### src/asp_pkg.sv
// Package for the alarm sounder: alert and request codes, tone values, pattern timing
// thresholds, configuration defaults and the structs passed between modules.
// No dependencies.
package asp_pkg;

    // Request kinds carried by an input item.
    localparam logic [1:0] KIND_TICK  = 2'd0;
    localparam logic [1:0] KIND_SET   = 2'd1;
    localparam logic [1:0] KIND_CLEAR = 2'd2;

    // Alert codes; codes six and seven mean nothing.
    localparam logic [2:0] ALERT_OFF    = 3'd0;
    localparam logic [2:0] ALERT_TEMP   = 3'd1;
    localparam logic [2:0] ALERT_LIGHT  = 3'd2;
    localparam logic [2:0] ALERT_PERSON = 3'd3;
    localparam logic [2:0] ALERT_FALL   = 3'd4;
    localparam logic [2:0] ALERT_FLAME  = 3'd5;

    // Configuration register indexes.
    localparam int unsigned CFG_IDX_W = 1;
    localparam logic [CFG_IDX_W-1:0] CFG_STARTUP_MUTE = 1'd0;
    localparam logic [CFG_IDX_W-1:0] CFG_ALERT_MAX    = 1'd1;

    localparam int unsigned CFG_DATA_W       = 16;
    localparam logic [15:0] STARTUP_MUTE_DEF = 16'd5000;
    localparam logic [15:0] ALERT_MAX_DEF    = 16'd3000;

    localparam int unsigned TIME_WIDTH_DEF = 16;

    // Tones in Hz.
    localparam int unsigned TONE_W = 12;
    localparam logic [11:0] TONE_SILENT     = 12'd1000;
    localparam logic [11:0] TONE_IDLE       = 12'd2000;
    localparam logic [11:0] TONE_TEMP       = 12'd1200;
    localparam logic [11:0] TONE_LIGHT      = 12'd2100;
    localparam logic [11:0] TONE_PERSON     = 12'd2600;
    localparam logic [11:0] TONE_FALL_LOW   = 12'd700;
    localparam logic [11:0] TONE_FALL_HIGH  = 12'd1400;
    localparam logic [11:0] TONE_FLAME_HIGH = 12'd3300;
    localparam logic [11:0] TONE_FLAME_LOW  = 12'd2800;

    // Pattern timing in milliseconds of phase.
    localparam logic [31:0] TEMP_ON1_END   = 32'd120;
    localparam logic [31:0] TEMP_ON2_START = 32'd260;
    localparam logic [31:0] TEMP_ON2_END   = 32'd380;
    localparam logic [31:0] TEMP_PERIOD    = 32'd1600;
    localparam logic [31:0] LIGHT_PERIOD   = 32'd160;
    localparam logic [31:0] LIGHT_ON_END   = 32'd80;
    localparam logic [31:0] PERSON_ON_END  = 32'd120;
    localparam logic [31:0] FALL_PERIOD    = 32'd500;
    localparam logic [31:0] FALL_TONE_EDGE = 32'd250;
    localparam logic [31:0] FLAME_PERIOD   = 32'd180;
    localparam logic [31:0] FLAME_TONE_END = 32'd90;
    localparam logic [31:0] FLAME_ON_END   = 32'd130;

    typedef struct packed {
        logic [15:0] startup_mute;
        logic [15:0] alert_max;
    } t_cfg;

    typedef struct packed {
        logic [1:0] kind;
        logic [2:0] alert;
    } t_step;

    typedef struct packed {
        logic        on;
        logic [11:0] tone;
        logic        restart;
        logic        ends;
    } t_pattern;

    // Set priority: fall above flame above temp/humidity and light above person.
    function automatic logic [2:0] prio_of(input logic [2:0] a);
        logic [2:0] p;
        case (a)
            ALERT_FALL:              p = 3'd5;
            ALERT_FLAME:             p = 3'd4;
            ALERT_TEMP, ALERT_LIGHT: p = 3'd3;
            ALERT_PERSON:            p = 3'd1;
            default:                 p = 3'd0;
        endcase
        return p;
    endfunction

endpackage

### src/asp_if.sv
// Handshake channels of the alarm sounder: request items, result items, register writes.
// Depends on asp_pkg.
interface asp_item_if
    import asp_pkg::*;
();
    logic       valid;
    logic       ready;
    logic [1:0] kind;
    logic [2:0] alert;

    modport source (output valid, output kind, output alert, input ready);
    modport sink   (input valid, input kind, input alert, output ready);
endinterface

interface asp_result_if
    import asp_pkg::*;
();
    logic              valid;
    logic              ready;
    logic              sound_on;
    logic [TONE_W-1:0] tone_hz;
    logic [2:0]        active_alert;

    modport source (output valid, output sound_on, output tone_hz, output active_alert,
                    input ready);
    modport sink   (input valid, input sound_on, input tone_hz, input active_alert,
                    output ready);
endinterface

interface asp_cfg_if
    import asp_pkg::*;
();
    logic                  valid;
    logic                  ready;
    logic [CFG_IDX_W-1:0]  index;
    logic [CFG_DATA_W-1:0] data;

    modport source (output valid, output index, output data, input ready);
    modport sink   (input valid, input index, input data, output ready);
endinterface

### src/asp_pattern.sv
// Rhythm and tone table of each alert kind, evaluated on the advanced phase.
// Depends on asp_pkg.
module asp_pattern
    import asp_pkg::*;
#(
    parameter int unsigned TIME_WIDTH = TIME_WIDTH_DEF
) (
    input  logic [2:0]            i_alert,
    input  logic [TIME_WIDTH-1:0] i_phase,
    output t_pattern              o_pat
);

    logic [31:0] d;

    assign d = 32'(i_phase);

    always_comb begin
        o_pat = '{on: 1'b0, tone: TONE_IDLE, restart: 1'b0, ends: 1'b0};
        case (i_alert)
            ALERT_TEMP: begin
                o_pat.tone    = TONE_TEMP;
                o_pat.on      = (d < TEMP_ON1_END) || (d >= TEMP_ON2_START && d < TEMP_ON2_END);
                o_pat.restart = (d >= TEMP_PERIOD);
            end
            ALERT_LIGHT: begin
                // A wrapped phase counts as zero, which is inside the on window.
                o_pat.tone    = TONE_LIGHT;
                o_pat.restart = (d >= LIGHT_PERIOD);
                o_pat.on      = (d >= LIGHT_PERIOD) || (d < LIGHT_ON_END);
            end
            ALERT_PERSON: begin
                o_pat.tone = TONE_PERSON;
                o_pat.on   = (d < PERSON_ON_END);
                o_pat.ends = !(d < PERSON_ON_END);
            end
            ALERT_FALL: begin
                o_pat.restart = (d >= FALL_PERIOD);
                o_pat.on      = 1'b1;
                o_pat.tone    = (d >= FALL_PERIOD || d < FALL_TONE_EDGE) ?
                                TONE_FALL_LOW : TONE_FALL_HIGH;
            end
            ALERT_FLAME: begin
                o_pat.restart = (d >= FLAME_PERIOD);
                o_pat.tone    = (d >= FLAME_PERIOD || d < FLAME_TONE_END) ?
                                TONE_FLAME_HIGH : TONE_FLAME_LOW;
                o_pat.on      = (d >= FLAME_PERIOD) || (d < FLAME_ON_END);
            end
            default: ;
        endcase
    end

endmodule

### src/asp_core.sv
// Alert state, time counters and the sounder drive, updated once per taken item.
// Depends on asp_pkg and asp_pattern.
module asp_core
    import asp_pkg::*;
#(
    parameter int unsigned TIME_WIDTH = TIME_WIDTH_DEF
) (
    input  logic              i_clk,
    input  logic              i_rst_n,
    input  t_cfg              i_cfg,
    input  logic              i_take,
    input  t_step             i_step,
    output logic              o_sound_on,
    output logic [TONE_W-1:0] o_tone_hz,
    output logic [2:0]        o_active_alert
);

    logic [2:0]            r_alert, n_alert;
    logic [TIME_WIDTH-1:0] r_phase, n_phase;
    logic [TIME_WIDTH-1:0] r_age, n_age;
    logic                  r_armed, n_armed;
    logic [TIME_WIDTH-1:0] r_boot, n_boot;
    logic                  r_drive, n_drive;
    logic [TONE_W-1:0]     r_tone, n_tone;

    logic [TIME_WIDTH-1:0] phase_inc, age_inc, boot_inc;
    logic                  set_ok;
    t_pattern              pat;

    assign phase_inc = (&r_phase) ? r_phase : r_phase + TIME_WIDTH'(1);
    assign age_inc   = (&r_age)   ? r_age   : r_age + TIME_WIDTH'(1);
    assign boot_inc  = (&r_boot)  ? r_boot  : r_boot + TIME_WIDTH'(1);

    asp_pattern #(.TIME_WIDTH(TIME_WIDTH)) u_pattern (
        .i_alert (r_alert),
        .i_phase (phase_inc),
        .o_pat   (pat)
    );

    // Fall blocks every set, flame yields only to fall, otherwise priority decides.
    assign set_ok = (r_alert != ALERT_FALL)
                 && !(r_alert == ALERT_FLAME && i_step.alert != ALERT_FALL)
                 && (prio_of(i_step.alert) >= prio_of(r_alert));

    always_comb begin
        n_alert = r_alert;
        n_phase = r_phase;
        n_age   = r_age;
        n_armed = r_armed;
        n_boot  = r_boot;
        n_drive = r_drive;
        n_tone  = r_tone;
        if (i_take) begin
            case (i_step.kind)
                KIND_TICK: begin
                    n_boot  = boot_inc;
                    n_phase = phase_inc;
                    n_age   = age_inc;
                    if (32'(boot_inc) < 32'(i_cfg.startup_mute)) begin
                        n_drive = 1'b0;
                        n_tone  = TONE_SILENT;
                    end else if (r_alert != ALERT_OFF && r_armed
                                 && 32'(age_inc) >= 32'(i_cfg.alert_max)) begin
                        n_alert = ALERT_OFF;
                        n_drive = 1'b0;
                        n_tone  = TONE_SILENT;
                    end else begin
                        n_drive = pat.on;
                        n_tone  = pat.tone;
                        if (pat.restart) begin
                            n_phase = '0;
                        end
                        if (pat.ends) begin
                            n_alert = ALERT_OFF;
                        end
                    end
                end
                KIND_SET: begin
                    if (i_step.alert == ALERT_OFF) begin
                        n_alert = ALERT_OFF;
                        n_armed = 1'b0;
                        n_drive = 1'b0;
                        n_tone  = TONE_SILENT;
                    end else if (i_step.alert <= ALERT_FLAME && set_ok) begin
                        if (r_alert != i_step.alert) begin
                            n_age   = '0;
                            n_armed = 1'b1;
                        end
                        n_alert = i_step.alert;
                        n_phase = '0;
                        n_drive = 1'b0;
                        n_tone  = TONE_SILENT;
                    end
                end
                KIND_CLEAR: begin
                    if (i_step.alert == r_alert) begin
                        n_alert = ALERT_OFF;
                    end
                end
                default: ;
            endcase
        end
    end

    always_ff @(posedge i_clk) begin
        if (!i_rst_n) begin
            r_alert <= ALERT_OFF;
            r_phase <= '0;
            r_age   <= '0;
            r_armed <= 1'b0;
            r_boot  <= '0;
            r_drive <= 1'b0;
            r_tone  <= TONE_SILENT;
        end else begin
            r_alert <= n_alert;
            r_phase <= n_phase;
            r_age   <= n_age;
            r_armed <= n_armed;
            r_boot  <= n_boot;
            r_drive <= n_drive;
            r_tone  <= n_tone;
        end
    end

    assign o_sound_on     = r_drive;
    assign o_tone_hz      = r_tone;
    assign o_active_alert = r_alert;

endmodule

### src/alarm_sounder_priority_pattern.sv
// Top level of the alarm sounder controller: input register, configuration registers
// and the result handshake. Depends on asp_pkg, asp_if and asp_core.
//
// Usage. Items arrive on i_item: a 1 ms tick, a set request or a clear request, each
// naming an alert code. Every accepted item yields exactly one result item on o_result,
// which reports the sounder drive, the tone and the alert in force after that item.
// Two registers, the startup mute time and the maximum alert age, are written through
// i_cfg, which is always ready; write them only while no item is in flight.
//
// Timing. One combinational pass from the input register updates the state registers,
// which double as the result register: an item goes from the input register to them,
// and while o_result is ready the sustained rate is one item per cycle.
//
// Stalls. While a result waits on o_result, the state is frozen; the input register
// still takes one more item, so i_item.ready drops only when both stages are full.
// Nothing is lost or repeated across a stall.
//
// Reset. The synchronous active-low reset empties both stages, loads the register
// defaults (5000 ms mute, 3000 ms maximum age), clears the alert and the counters and
// sets the tone to 1000 Hz with the sounder off.
module alarm_sounder_priority_pattern
    import asp_pkg::*;
#(
    parameter int unsigned TIME_WIDTH = TIME_WIDTH_DEF
) (
    input  logic         i_clk,
    input  logic         i_rst_n,
    asp_item_if.sink     i_item,
    asp_cfg_if.sink      i_cfg,
    asp_result_if.source o_result
);

    logic  r_in_valid;
    t_step r_in_step;
    logic  r_out_valid;
    t_cfg  r_cfg;
    logic  advance;

    // The held item moves into the state when the result slot is free or being emptied.
    assign advance      = r_in_valid && (!r_out_valid || o_result.ready);
    assign i_item.ready = !r_in_valid || advance;
    assign i_cfg.ready  = 1'b1;

    always_ff @(posedge i_clk) begin
        if (!i_rst_n) begin
            r_in_valid  <= 1'b0;
            r_out_valid <= 1'b0;
            r_cfg       <= '{startup_mute: STARTUP_MUTE_DEF, alert_max: ALERT_MAX_DEF};
        end else begin
            if (i_item.ready) begin
                r_in_valid <= i_item.valid;
            end
            if (advance) begin
                r_out_valid <= 1'b1;
            end else if (o_result.ready) begin
                r_out_valid <= 1'b0;
            end
            if (i_cfg.valid) begin
                unique case (i_cfg.index)
                    CFG_STARTUP_MUTE: r_cfg.startup_mute <= i_cfg.data;
                    CFG_ALERT_MAX:    r_cfg.alert_max    <= i_cfg.data;
                    default: ;
                endcase
            end
        end
    end

    // Payload of the input stage needs no reset.
    always_ff @(posedge i_clk) begin
        if (i_item.valid && i_item.ready) begin
            r_in_step <= '{kind: i_item.kind, alert: i_item.alert};
        end
    end

    asp_core #(.TIME_WIDTH(TIME_WIDTH)) u_core (
        .i_clk          (i_clk),
        .i_rst_n        (i_rst_n),
        .i_cfg          (r_cfg),
        .i_take         (advance),
        .i_step         (r_in_step),
        .o_sound_on     (o_result.sound_on),
        .o_tone_hz      (o_result.tone_hz),
        .o_active_alert (o_result.active_alert)
    );

    assign o_result.valid = r_out_valid;

endmodule
### src/flat_wrapper.sv
// flat-port wrapper written by rule: the top's interface ports become plain ports
module alarm_sounder_priority_pattern_flat import asp_pkg::*;
#(
    parameter int unsigned TIME_WIDTH = TIME_WIDTH_DEF
)
  (i_clk, i_rst_n, i_item_valid, i_item_kind, i_item_alert, i_item_ready, i_cfg_valid, i_cfg_index, i_cfg_data, i_cfg_ready, o_result_valid, o_result_sound_on, o_result_tone_hz, o_result_active_alert, o_result_ready);
  asp_item_if i_item_i ();
  asp_cfg_if i_cfg_i ();
  asp_result_if o_result_i ();
  input  logic i_clk;
  input  logic i_rst_n;
  input wire logic [$bits(i_item_i.valid)-1:0] i_item_valid;
  input wire logic [$bits(i_item_i.kind)-1:0] i_item_kind;
  input wire logic [$bits(i_item_i.alert)-1:0] i_item_alert;
  output wire logic [$bits(i_item_i.ready)-1:0] i_item_ready;
  input wire logic [$bits(i_cfg_i.valid)-1:0] i_cfg_valid;
  input wire logic [$bits(i_cfg_i.index)-1:0] i_cfg_index;
  input wire logic [$bits(i_cfg_i.data)-1:0] i_cfg_data;
  output wire logic [$bits(i_cfg_i.ready)-1:0] i_cfg_ready;
  output wire logic [$bits(o_result_i.valid)-1:0] o_result_valid;
  output wire logic [$bits(o_result_i.sound_on)-1:0] o_result_sound_on;
  output wire logic [$bits(o_result_i.tone_hz)-1:0] o_result_tone_hz;
  output wire logic [$bits(o_result_i.active_alert)-1:0] o_result_active_alert;
  input wire logic [$bits(o_result_i.ready)-1:0] o_result_ready;
  assign i_item_i.valid = i_item_valid;
  assign i_item_i.kind = i_item_kind;
  assign i_item_i.alert = i_item_alert;
  assign i_item_ready = i_item_i.ready;
  assign i_cfg_i.valid = i_cfg_valid;
  assign i_cfg_i.index = i_cfg_index;
  assign i_cfg_i.data = i_cfg_data;
  assign i_cfg_ready = i_cfg_i.ready;
  assign o_result_valid = o_result_i.valid;
  assign o_result_sound_on = o_result_i.sound_on;
  assign o_result_tone_hz = o_result_i.tone_hz;
  assign o_result_active_alert = o_result_i.active_alert;
  assign o_result_i.ready = o_result_ready;
  alarm_sounder_priority_pattern #(.TIME_WIDTH(TIME_WIDTH)) u_core (.i_clk(i_clk), .i_rst_n(i_rst_n), .i_item(i_item_i), .i_cfg(i_cfg_i), .o_result(o_result_i));
endmodule
### config.mk
export PLATFORM = sky130hd
export DESIGN_NAME = alarm_sounder_priority_pattern_flat
export DESIGN_NICKNAME = d
export VERILOG_FILES = /design/src/asp_pkg.sv /design/src/asp_if.sv /design/src/asp_pattern.sv /design/src/asp_core.sv /design/src/alarm_sounder_priority_pattern.sv /design/src/flat_wrapper.sv
export SDC_FILE = /design/constraint.sdc
export NUM_CORES = 1
export LEC_CHECK = 0
export ABC_AREA = 1
export BUFFER_PORTS_ARGS = -buffer_cell sky130_fd_sc_hd__buf_2
export CAP_MARGIN = 20
export CORE_MARGIN = 2
export CORE_UTILIZATION = 30
export DETAILED_ROUTE_END_ITERATION = 8
export GPL_TIMING_DRIVEN = 0
export HOLD_SLACK_MARGIN = 0.03
export PLACE_DENSITY = 0.51
export SYNTH_ARGS = -nofsm -noshare
export SYNTH_HDL_FRONTEND = slang
export SYNTH_SLANG_ARGS = --single-unit
### constraint.sdc
create_clock -name i_clk -period 3.18 [get_ports i_clk]
set_clock_uncertainty 0.2 [all_clocks]
set_input_delay 0.318 -clock i_clk [delete_from_list [all_inputs] [get_ports i_clk]]
set_output_delay 0.318 -clock i_clk [all_outputs]
set_load 0.02 [all_outputs]
==> run_results.csv, run 1 <==
group,metric,value,unit
power,p_leak,3.635,nW
synthesis,netlist_area,0.006506,sq mm
run,maxCapViolCount,0,
synthesis,syn_inst,995,
synthesis,ys_ff_latch,102,
setup_path,slowest_stage,"dfxtp_4",
floorplanning,io_pins,46,
sta,fin_ws,-100.5,ps
power,powerDensity,347.3,mW/mm^2
floorplanning,start_util,30.76,%
cells_and_area,area_delta_synth_final,27.88,%
setup_path,crit_buf_inv,2,
grt,overflow,0,
grt,grt.total_usage,17.30,%
cells_and_area,drive_above_1_share,22.49,%
synthesis,ys.flop_type,"dfxtp_1",
setup_path,crit_path_start,"u_core.u_core.r_age[1]",
sta,setup_viol,28,
routing,drt_iter0_markers,384,
grt,grt_max_degree,18,
synthesis,seq_area_frac_synth,32.15,%
setup_path,r2r_end,"u_core.u_core.o_active_alert[1]",
clock_network,cts_sinks,102,
setup_path,critPathCaptureType,"flip-flop",
setup_path,r2r_slack,-100,ps
synthesis,yosysWarnings,0,
floorplanning,fp.dieW,151.3,microns
power,ir_worst_vdd,0.2240,mV
clock_network,cts_buffer_depth,2,
synthesis,ys_top_cells_by_area,"dfxtp_1 30%, nand2_1 14%, inv_1 8.2%",
routing,wl_per_cell,13.84,microns
synthesis,synth.avg_cell_area,6.539,sq um
clock_network,cts_root_buf,"clkbuf_16",
floorplanning,chipHeight,151.3,microns
placement,place_ws,-764.5,ps
synthesis,synth_top_cell_by_area,"dfxtp_1",
routing,vias_per_cell,4.747,
routing,postRouteAntennaNets,0,
clock_network,cts.clk_slew.worst_paths,80,ps
sta,fin_crit_sh,103.2,%
setup_path,r2r-start,"u_core.u_core.r_age[1]",
setup_path,worstSetupPathType,"reg2reg",
floorplanning,design.die.area,0.02288,sq mm
cells_and_area,fin_nets,1167,
synthesis,async_flop_share,0,%
setup_path,critPathMostFrequentCell,"nand2_2",
cells_and_area,n_antenna_cell,0,
routing,routed_wl,19130,microns
setup_path,required,3240,ps
setup_path,cp_top_family,"simple AND/OR/NAND/NOR gates",
sta,fmax,304.8,MHz
routing,drc,0,
setup_path,cp-start-kind,"flip-flop",
setup_path,crit_arrival,3340,ps
sta,grt_setup_unrepaired,"true",
floorplanning,coreArea,0.02115,sq mm
grt,grt_pass1_vias,6294,
sta,slew_headroom,40.71,%
clock_network,clock_latency,360,ps
cells_and_area,fillers,2221,
grt,grt_pass1_wl,31080,microns
sta,min_period,3281,ps
floorplanning,rows,53,
worst_hold_path,hp-class,"in2reg",
routing,firstDrtPassIters,6,
synthesis,synth_top_area_share,29.85,%
setup_path,crit_fanout,6,
setup_path,max_stage_delay,380,ps
routing,vias,6561,
setup_path,cp_num_cells,22,
placement,numPortBuffers,41,
synthesis,synth_cell_types,43,
sta,whs,35.64,ps
sta,hold_violations,0,
outcome,status,"finished, violations left",
clock_network,cts_tree,"yes",
setup_path,ff2ff_path_depth,22,
sta,slew_violations,0,
synthesis,synth_edf_count,5,
placement,gp_congestion,0.8652,
sta,tightest_slew,881.9,ps
grt,antenna_found_initial,0,
setup_path,crit_chain,"inv_4, nor3_4, nand2_1, nor2_2, nand2_2, nor2_2, nand3_2, o31a_1, ha_1, nand2_2, inv_2, nand3_4, nor3_4, nand2_1, nand3_2, nand2_4, nand2_2, nand2_2, nand2_4, nand3_2, nand2_1, nor2_1",
clock_network,numCtsBuffers,9,
setup_path,crit_path_end,"u_core.u_core.o_active_alert[1]",
placement,dp_hpwl,14170,microns
worst_hold_path,hold_depth,3,
outcome,violations,"negative setup slack",
clock_network,h-tree-depth,3,
-- Yosys cell counts (10+ instances only) --
cell and number:
ha_1 37, a21oi_1 100, clkbuf_1 26, o21ai_0 57, nand2_1 236, dfxtp_1 97, a21oi_2 10, nor3_1 20
o211ai_1 15, nor2_1 110, inv_1 142, nand3_1 46, nand2_2 13, xor2_1 11, nand4_1 18
-- per-stage QoR --
stage | TNS (ps) | total power (W) | instance area (sq um) | std cells | util (%)
6_report | -1583 | 0.002890 | 8320 | 1382 | 39.33
5_1_grt | -9008 | 0.003020 | 8320 | 1382 | 39.33
4_1_cts | -4211 | 0.002906 | 8075 | 1378 | 38.17
3_5_place_dp | -23130 | 0.001720 | 7074 | 1312 | 33.44
3_3_place_gp | -22200 | 0.001717 | 7074 | 1312 | 33.44
2_1_floorplan | 0 | 0.001610 | 6525 | 996 | -
-- power by group --
group	switching (W)	leakage, nW	internal, W
Clock	0.000543	0.146	0.000608
Sequential	0.0000259	0.845	0.00133
Combinational	0.000244	2.64	0.000137
Total	0.000813	3.64	0.00208
-- final cells by class --
cell class                      instances  area (sq um)  area share [%]
Multi-Input combinational cell        717          4179           50.23
Buffer                                 30         136.4           1.639
Clock buffer                           11         264.0           3.173
Timing Repair Buffer                   98         700.7           8.421
Inverter                              145         546.8           6.571
Tap cell                              275         344.1           4.135
Clock inverter                          4         36.28          0.4361
Sequential cell                       102          2113           25.40
-- repair_timing --
item	4_1_cts	5_1_grt
pin swaps	36	51
hold buffers	13	0
endpoints found under the setup margin	40	46
buffers inserted	38	7
gates cloned	1	0
resized for setup	81	71
hold endpoints to repair	16	0
-- kinds of logic (layout without fill, tap and decap cells) --
| logic type | count (synthesis) | count (layout) | synth area share (%) |
|---|---|---|---|
| and+or+nand+nor | 461 | 461 | 30.67 |
| AOI/OAI and AO/OA | 200 | 200 | 17.17 |
| buffers and inverters | 177 | 288 | 10.62 |
| DFF | 102 | 102 | 32.15 |
| adders and majority gates | 37 | 37 | 7.115 |
| xor gates and xnor gates | 16 | 16 | 2.154 |
| other | 2 | 3 | 0.1154 |
-- worst min-delay path by stage --
stage,from,endpoint,slack (ps)
after global placement,u_core.r_cfg[26],u_core.r_cfg[26],250
after CTS,i_cfg_data[5],u_core.r_cfg[5],30
after floorplan,i_item_alert[0],u_core.r_in_step[0],220
final,i_cfg_data[5],u_core.r_cfg[5],40
after detailed placement,u_core.u_core.o_tone_hz[11],u_core.u_core.o_tone_hz[11],260
after global routing,i_cfg_data[4],u_core.r_cfg[4],50
-- flip-flops by register name, summed over array words and instances (netlist names) --
signal and count:
u_core.u_core.r_boot 16, u_core.u_core.o_active_alert 3, u_core.u_core.r_phase 16, u_core.u_core.r_age 16, u_core.r_in_valid 1, u_core.r_in_step 5, u_core.r_cfg 32, u_core.o_result.valid 1
u_core.u_core.r_armed 1, u_core.u_core.o_sound_on 1, u_core.u_core.o_tone_hz 10
-- layer usage --
layer  wire (microns)  part of all wire (%)  vias up  global-route usage, %
met5                0                     0        -                      0
met4              335                   1.8        0                  4.486
met3              637                   3.3       25                  3.825
met2             9176                    48       85                  29.80
met1             8979                    47     3010                  21.83
li1                 -                     -     3441                      -
-- tightest hold or removal path, stage by stage --
cell and delay [ps]:
buf_2 110, nand2_1 70, o211ai_1 70
-- cells in the final DEF, fill, tap and decap left out, types with 13 or more instances in the layout --
master	synthesis	layout
clkbuf_1	26	23
inv_1	142	128
nor2_2	5	14
nand2_2	13	22
a21oi_1	100	89
ha_1	37	34
buf_4	3	43
nand2_1	236	217
o21ai_0	57	48
nand3_2	3	13
o211ai_1	15	15
nand4_1	18	18
nand3_1	46	34
nor2_1	110	96
inv_2	3	16
buf_2	0	42
dfxtp_1	97	88
a21oi_2	10	21
dlygate4sd3_1	0	13
No activity file was read; power rests on OpenSTA's default activity.
==> run 2: changes to the inputs <==
Settings changed: CTS_BUF_LIST set to sky130_fd_sc_hd__clkbuf_16.
==> run 2 against run 1 <==
  * The run still ends with negative setup slack left
  * Sequential power about the same
  * Clock power about the same
  * Register-to-register slack about the same
  * Routed wire length about the same
  * Critical path depth decreased by 2
  * Critical path type unchanged
  * Highest routed layer unchanged
  * Sequential share of layout area increased by 0.11 points
  * Largest cell class unchanged
  * First-iteration DRC count decreased by 12%
==> run_results.csv, run 2 (synthesized netlist as in run 1, its figures left out) <==
group,metric,value,unit
setup_path,crit_fanout,5,
placement,gp_congestion,0.8652,
clock_network,clock_latency,360,ps
routing,vias,6528,
sta,fin_ws,-101.7,ps
sta,grt_setup_unrepaired,"true",
outcome,status,"finished, violations left",
floorplanning,rows,53,
sta,min_period,3282,ps
cells_and_area,drive_above_1_share,22.08,%
setup_path,crit_arrival,3290,ps
cells_and_area,n_antenna_cell,0,
sta,whs,37.15,ps
power,powerDensity,344.9,mW/mm^2
floorplanning,chipHeight,151.3,microns
cells_and_area,area_delta_synth_final,27.48,%
floorplanning,coreArea,0.02115,sq mm
sta,setup-tns-final,-1784,ps
routing,postRouteAntennaNets,0,
setup_path,critPathCaptureType,"flip-flop",
clock_network,h-tree-depth,3,
power,p_leak,3.622,nW
run,maxCapViolCount,0,
setup_path,cp-start-kind,"flip-flop",
routing,drt_iter0_markers,337,
sta,fin_crit_sh,103.2,%
cells_and_area,largest_reg_flops,32,
outcome,violations,"negative setup slack",
clock_network,cts_buffer_depth,2,
worst_hold_path,hp-start,"i_cfg_data[5]",
setup_path,r2r-start,"u_core.u_core.r_age[1]",
cells_and_area,fin_nets,1165,
setup_path,crit_path_start,"u_core.u_core.r_age[1]",
sta,slew_headroom,46.62,%
sta,setup_viol,28,
worst_hold_path,hp-class,"in2reg",
floorplanning,fp.dieW,151.3,microns
cells_and_area,mostFrequentLayoutCells,"215 x nand2_1, 128 x inv_1, 97 x nor2_1",
clock_network,cts.clk_slew.worst_paths,80,ps
clock_network,cts_root_buf,"clkbuf_16",
placement,place_ws,-764.5,ps
clock_network,numCtsBuffers,9,
grt,grt.total_usage,17.30,%
sta,hold_violations,0,
cells_and_area,final_cell_count_no_fill,1380,
grt,antenna_found_initial,0,
floorplanning,start_util,30.76,%
sta,tightest_slew,800.7,ps
floorplanning,design.die.area,0.02288,sq mm
clock_network,cts_sinks,102,
power,ir_worst_vdd,0.2222,mV
cells_and_area,largest_register,"u_core.r_cfg",
clock_network,cts_tree,"yes",
sta,fmax,304.7,MHz
routing,routed_wl,19120,microns
sta,slew_violations,0,
grt,grt_max_degree,18,
setup_path,required,3190,ps
routing,firstDrtPassIters,5,
placement,dp_hpwl,14170,microns
grt,overflow,0,
routing,wl_per_cell,13.85,microns
routing,drc,0,
setup_path,worstSetupPathType,"reg2reg",
routing,vias_per_cell,4.730,
placement,placedCellCount,1312,
grt,grt_pass1_wl,31090,microns
placement,numPortBuffers,41,
floorplanning,io_pins,46,
grt,grt_pass1_vias,6293,
cells_and_area,final_common_cell,"nand2_1",
-- run 2: cell count changes in the layout (fill, tap and decap cells not counted), moves of 2 or more --
| cell | change |
|---|---|
| nand3_2 | -3 |
| nand2_2 | +2 |
| buf_4 | -2 |
| nand3_1 | +3 |
| nand2_1 | -2 |
-- run 2: path summary, 6_finish.rpt --
kind,to,slack [ps],cells past startpoint
max,u_core.u_core.o_tone_hz[4],-100,20
min,u_core.r_cfg[5],40,3
max reg2reg,u_core.u_core.o_tone_hz[4],-100,20
min reg2reg,u_core.r_cfg[12],260,2
-- run 2: stage by stage --
stage	instance area, sq um	util, %	power, W
after floorplan	6525	-	0.001610
after global placement	7074	33.44	0.001717
after detailed placement	7074	33.44	0.001720
after CTS	8065	38.13	0.002881
after global routing	8294	39.21	0.002993
final	8294	39.21	0.002861
-- run 2: worst max-delay path: stages (launching register included) --
cell,delay [ps]
dfxtp_4,380
inv_4,50
nor3_4,190
nand2_1,90
nor2_2,140
nand2_2,90
nor2_2,90
nand3_2,90
o31a_1,340
ha_1,330
nand2_2,70
inv_2,60
nand3_4,90
nor3_4,190
nand2_1,100
nand3_2,130
nand2_4,90
nand2_2,140
nor2_1,70
nand2_1,120
a21oi_1,60
-- run 2: timing repair --
action | CTS | global route
buffers inserted | 38 | 5
resized for setup | 81 | 73
hold buffers | 13 | 0
hold endpoints to repair | 16 | 0
setup endpoints to repair | 40 | 46
pin swaps | 36 | 50
gates cloned | 1 | 0
-- run 2: final cells by class --
type	instances	area, sq um
inverter	145	549.3
sequential	102	2116
tap	275	344.1
buffer	30	136.4
timing repair buffer	96	685.7
fill	2226	12860
multi-input combinational	717	4173
clock inverter	5	40.04
clock buffer	10	250.2
-- run 2: power by group --
group	leakage [nW]	switching (W)	internal, W
clock	0.140	0.000541	0.000584
combinational	2.64	0.000243	0.000137
sequential	0.845	0.0000257	0.00133
-- run 2: metal layers --
metal	part of all wire, %	GRT usage, %
met1	47	21.83
met2	48	29.80
met4	1.7	4.486
met3	3.1	3.825
met5	0	0
==> run 3: changes to the inputs <==
Settings changed: CELL_PAD_IN_SITES_DETAIL_PLACEMENT set to 1, CELL_PAD_IN_SITES_GLOBAL_PLACEMENT set to 2, PLACE_DENSITY 0.51 to 0.79.
==> run 3 against run 2 <==
  * The run still ends with negative setup slack left
  * Die area unchanged
  * Combinational power up 4%
  * Critical path type unchanged
  * Via count up 3.1%
  * Routed wire length up 15%
==> run_results.csv, run 3 (synthesized netlist as in run 1, its figures left out) <==
group,metric,value,unit
outcome,status,"finished, violations left",
outcome,violations,"negative setup slack",
floorplanning,design.die.area,0.02288,sq mm
routing,vias,6728,
setup_path,critPathCaptureType,"flip-flop",
setup_path,required,3200,ps
clock_network,cts_sinks,102,
grt,antenna_found_initial,0,
sta,fin_crit_sh,106.8,%
setup_path,crit_buf_inv,6,
setup_path,max_stage_delay,370,ps
power,p_leak,3.695,nW
setup_path,crit_arrival,3420,ps
power,ir_worst_vdd,0.2560,mV
sta,fmax,294.3,MHz
routing,drt_iter0_markers,222,
sta,whs,47.29,ps
placement,dp_hpwl,15890,microns
cells_and_area,multiInputGateArea,0.004227,sq mm
setup_path,crit_chain,"inv_2, nor3_4, nand2_1, nor2_2, buf_4, buf_4, buf_4, buf_4, nand3_2, xnor2_2, ha_1, nand2_2, nor2_2, nand2_1, o211ai_1, nand2_1, nand3_4, nand2_4, nand3_4, buf_12, nand2_2, a21oi_2",
cells_and_area,area_delta_synth_final,30.23,%
routing,vias_per_cell,4.830,
sta,min_period,3397,ps
floorplanning,rows,53,
sta,setup_viol,30,
clock_network,clock_latency,370,ps
clock_network,cts_root_buf,"clkbuf_16",
sta,hold_violations,0,
setup_path,cp-start-kind,"flip-flop",
setup_path,critPathMostFrequentCell,"buf_4",
cells_and_area,final_common_cell,"nand2_1",
setup_path,cp_top_family,"simple AND/OR/NAND/NOR gates",
floorplanning,start_util,30.76,%
cells_and_area,final_cell_count_no_fill,1393,
grt,grt.total_usage,19.48,%
floorplanning,coreArea,0.02115,sq mm
floorplanning,fp.dieW,151.3,microns
floorplanning,io_pins,46,
cells_and_area,largest_register,"u_core.r_cfg",
clock_network,numCtsBuffers,9,
grt,overflow,0,
setup_path,crit_fanout,8,
power,powerDensity,348.0,mW/mm^2
setup_path,slowest_stage,"dfxtp_4",
routing,routed_wl,21940,microns
cells_and_area,mostFrequentLayoutCells,"212 x nand2_1, 132 x inv_1, 96 x nor2_1",
sta,slew_violations,0,
routing,wl_per_cell,15.75,microns
floorplanning,chipHeight,151.3,microns
grt,grt_pass1_vias,6744,
routing,firstDrtPassIters,4,
sta,grt_setup_unrepaired,"true",
cells_and_area,largest_reg_flops,32,
cells_and_area,area.sequential,0.002120,sq mm
sta,slew_headroom,51.52,%
grt,grt_pass1_wl,34770,microns
cells_and_area,fillers,2713,
routing,drc,0,
sta,tightest_slew,724.5,ps
clock_network,cts_buffer_depth,2,
cells_and_area,fin_nets,1177,
clock_network,cts_tree,"yes",
sta,fin_ws,-217.4,ps
setup_path,worstSetupPathType,"reg2reg",
placement,numPortBuffers,41,
grt,grt_max_degree,19,
run,maxCapViolCount,0,
clock_network,cts.clk_slew.worst_paths,80,ps
cells_and_area,drive_above_1_share,23.70,%
worst_hold_path,hp-class,"in2reg",
placement,placedCellCount,1312,
cells_and_area,n_antenna_cell,0,
routing,postRouteAntennaNets,0,
placement,gp_congestion,0.7961,
clock_network,h-tree-depth,3,
run 3: cell count changes in the layout (fill, tap and decap cells not counted), moves of 4 or more:
cell and delta:
buf_4 +8, nand2_2 +8, nand2_4 -5, inv_1 +4
run 3: timing repair:
action | in CTS | in global routing
pin swaps | 40 | 52
hold buffers | 15 | 0
endpoints found under the setup margin | 46 | 46
resized for setup | 80 | 77
gates cloned | 1 | 0
endpoints found under the hold margin | 17 | 0
buffers inserted | 33 | 17
run 3: per-stage QoR:
step	cell area, sq um	total power [W]	setup WS [ps]	utilization, %	TNS (ps)
2_1_floorplan	6525	0.001610	16.39	-	0
3_3_place_gp	7074	0.001721	-864.2	33.44	-26450
3_5_place_dp	7074	0.001729	-809.7	33.44	-26180
4_1_cts	8055	0.002960	-237.7	38.08	-4892
5_1_grt	8473	0.003101	-398.3	40.05	-12710
6_report	8473	0.002948	-217.4	40.05	-4921
run 3: worst reg2reg max path: cells and delay by family (launching register included):
kind            cells  cell delay (ps)
simple gates       12             1340
buf+inv             6              680
flops               1              370
fa+ha+maj           1              300
xor+xnor            1              230
compound gates      2              140
run 3: cell type report:
type,instances,area share (%)
clock buffers,9,2.658
plain buffers,31,1.816
well taps,275,4.061
flip-flops and latches,102,25.01
repair buffers,107,9.126
clock inverters,7,0.9598
inverters,145,6.483
multi-input cells,717,49.88
run 3: path summary, 6_finish.rpt:
path                                        startpoint                       end  slack [ps]  cells after the start
worst max-delay path            u_core.u_core.r_age[1]  u_core.u_core.r_phase[6]        -220                     22
worst min-delay path                     i_cfg_data[2]           u_core.r_cfg[2]          50                      3
worst max register to register  u_core.u_core.r_age[1]  u_core.u_core.r_phase[6]        -220                     22
worst min register to register        u_core.r_cfg[10]          u_core.r_cfg[10]         270                      2
run 3: power by group:
group | internal, W | total (W) | switching, W
logic | 0.000140 | 0.000395 | 0.000255
clock network | 0.000624 | 0.00120 | 0.000572
registers | 0.00133 | 0.00136 | 0.0000269
run 3: routing by layer:
layer	share of wire [%]	wire length, microns	track usage (%)	up-vias
li1	-	-	-	3451
met1	49	10720	26.36	3213
met2	48	10580	32.99	49
met3	2.1	459	3.464	15
met4	0.80	176	2.944	0
met5	0	0	0	-
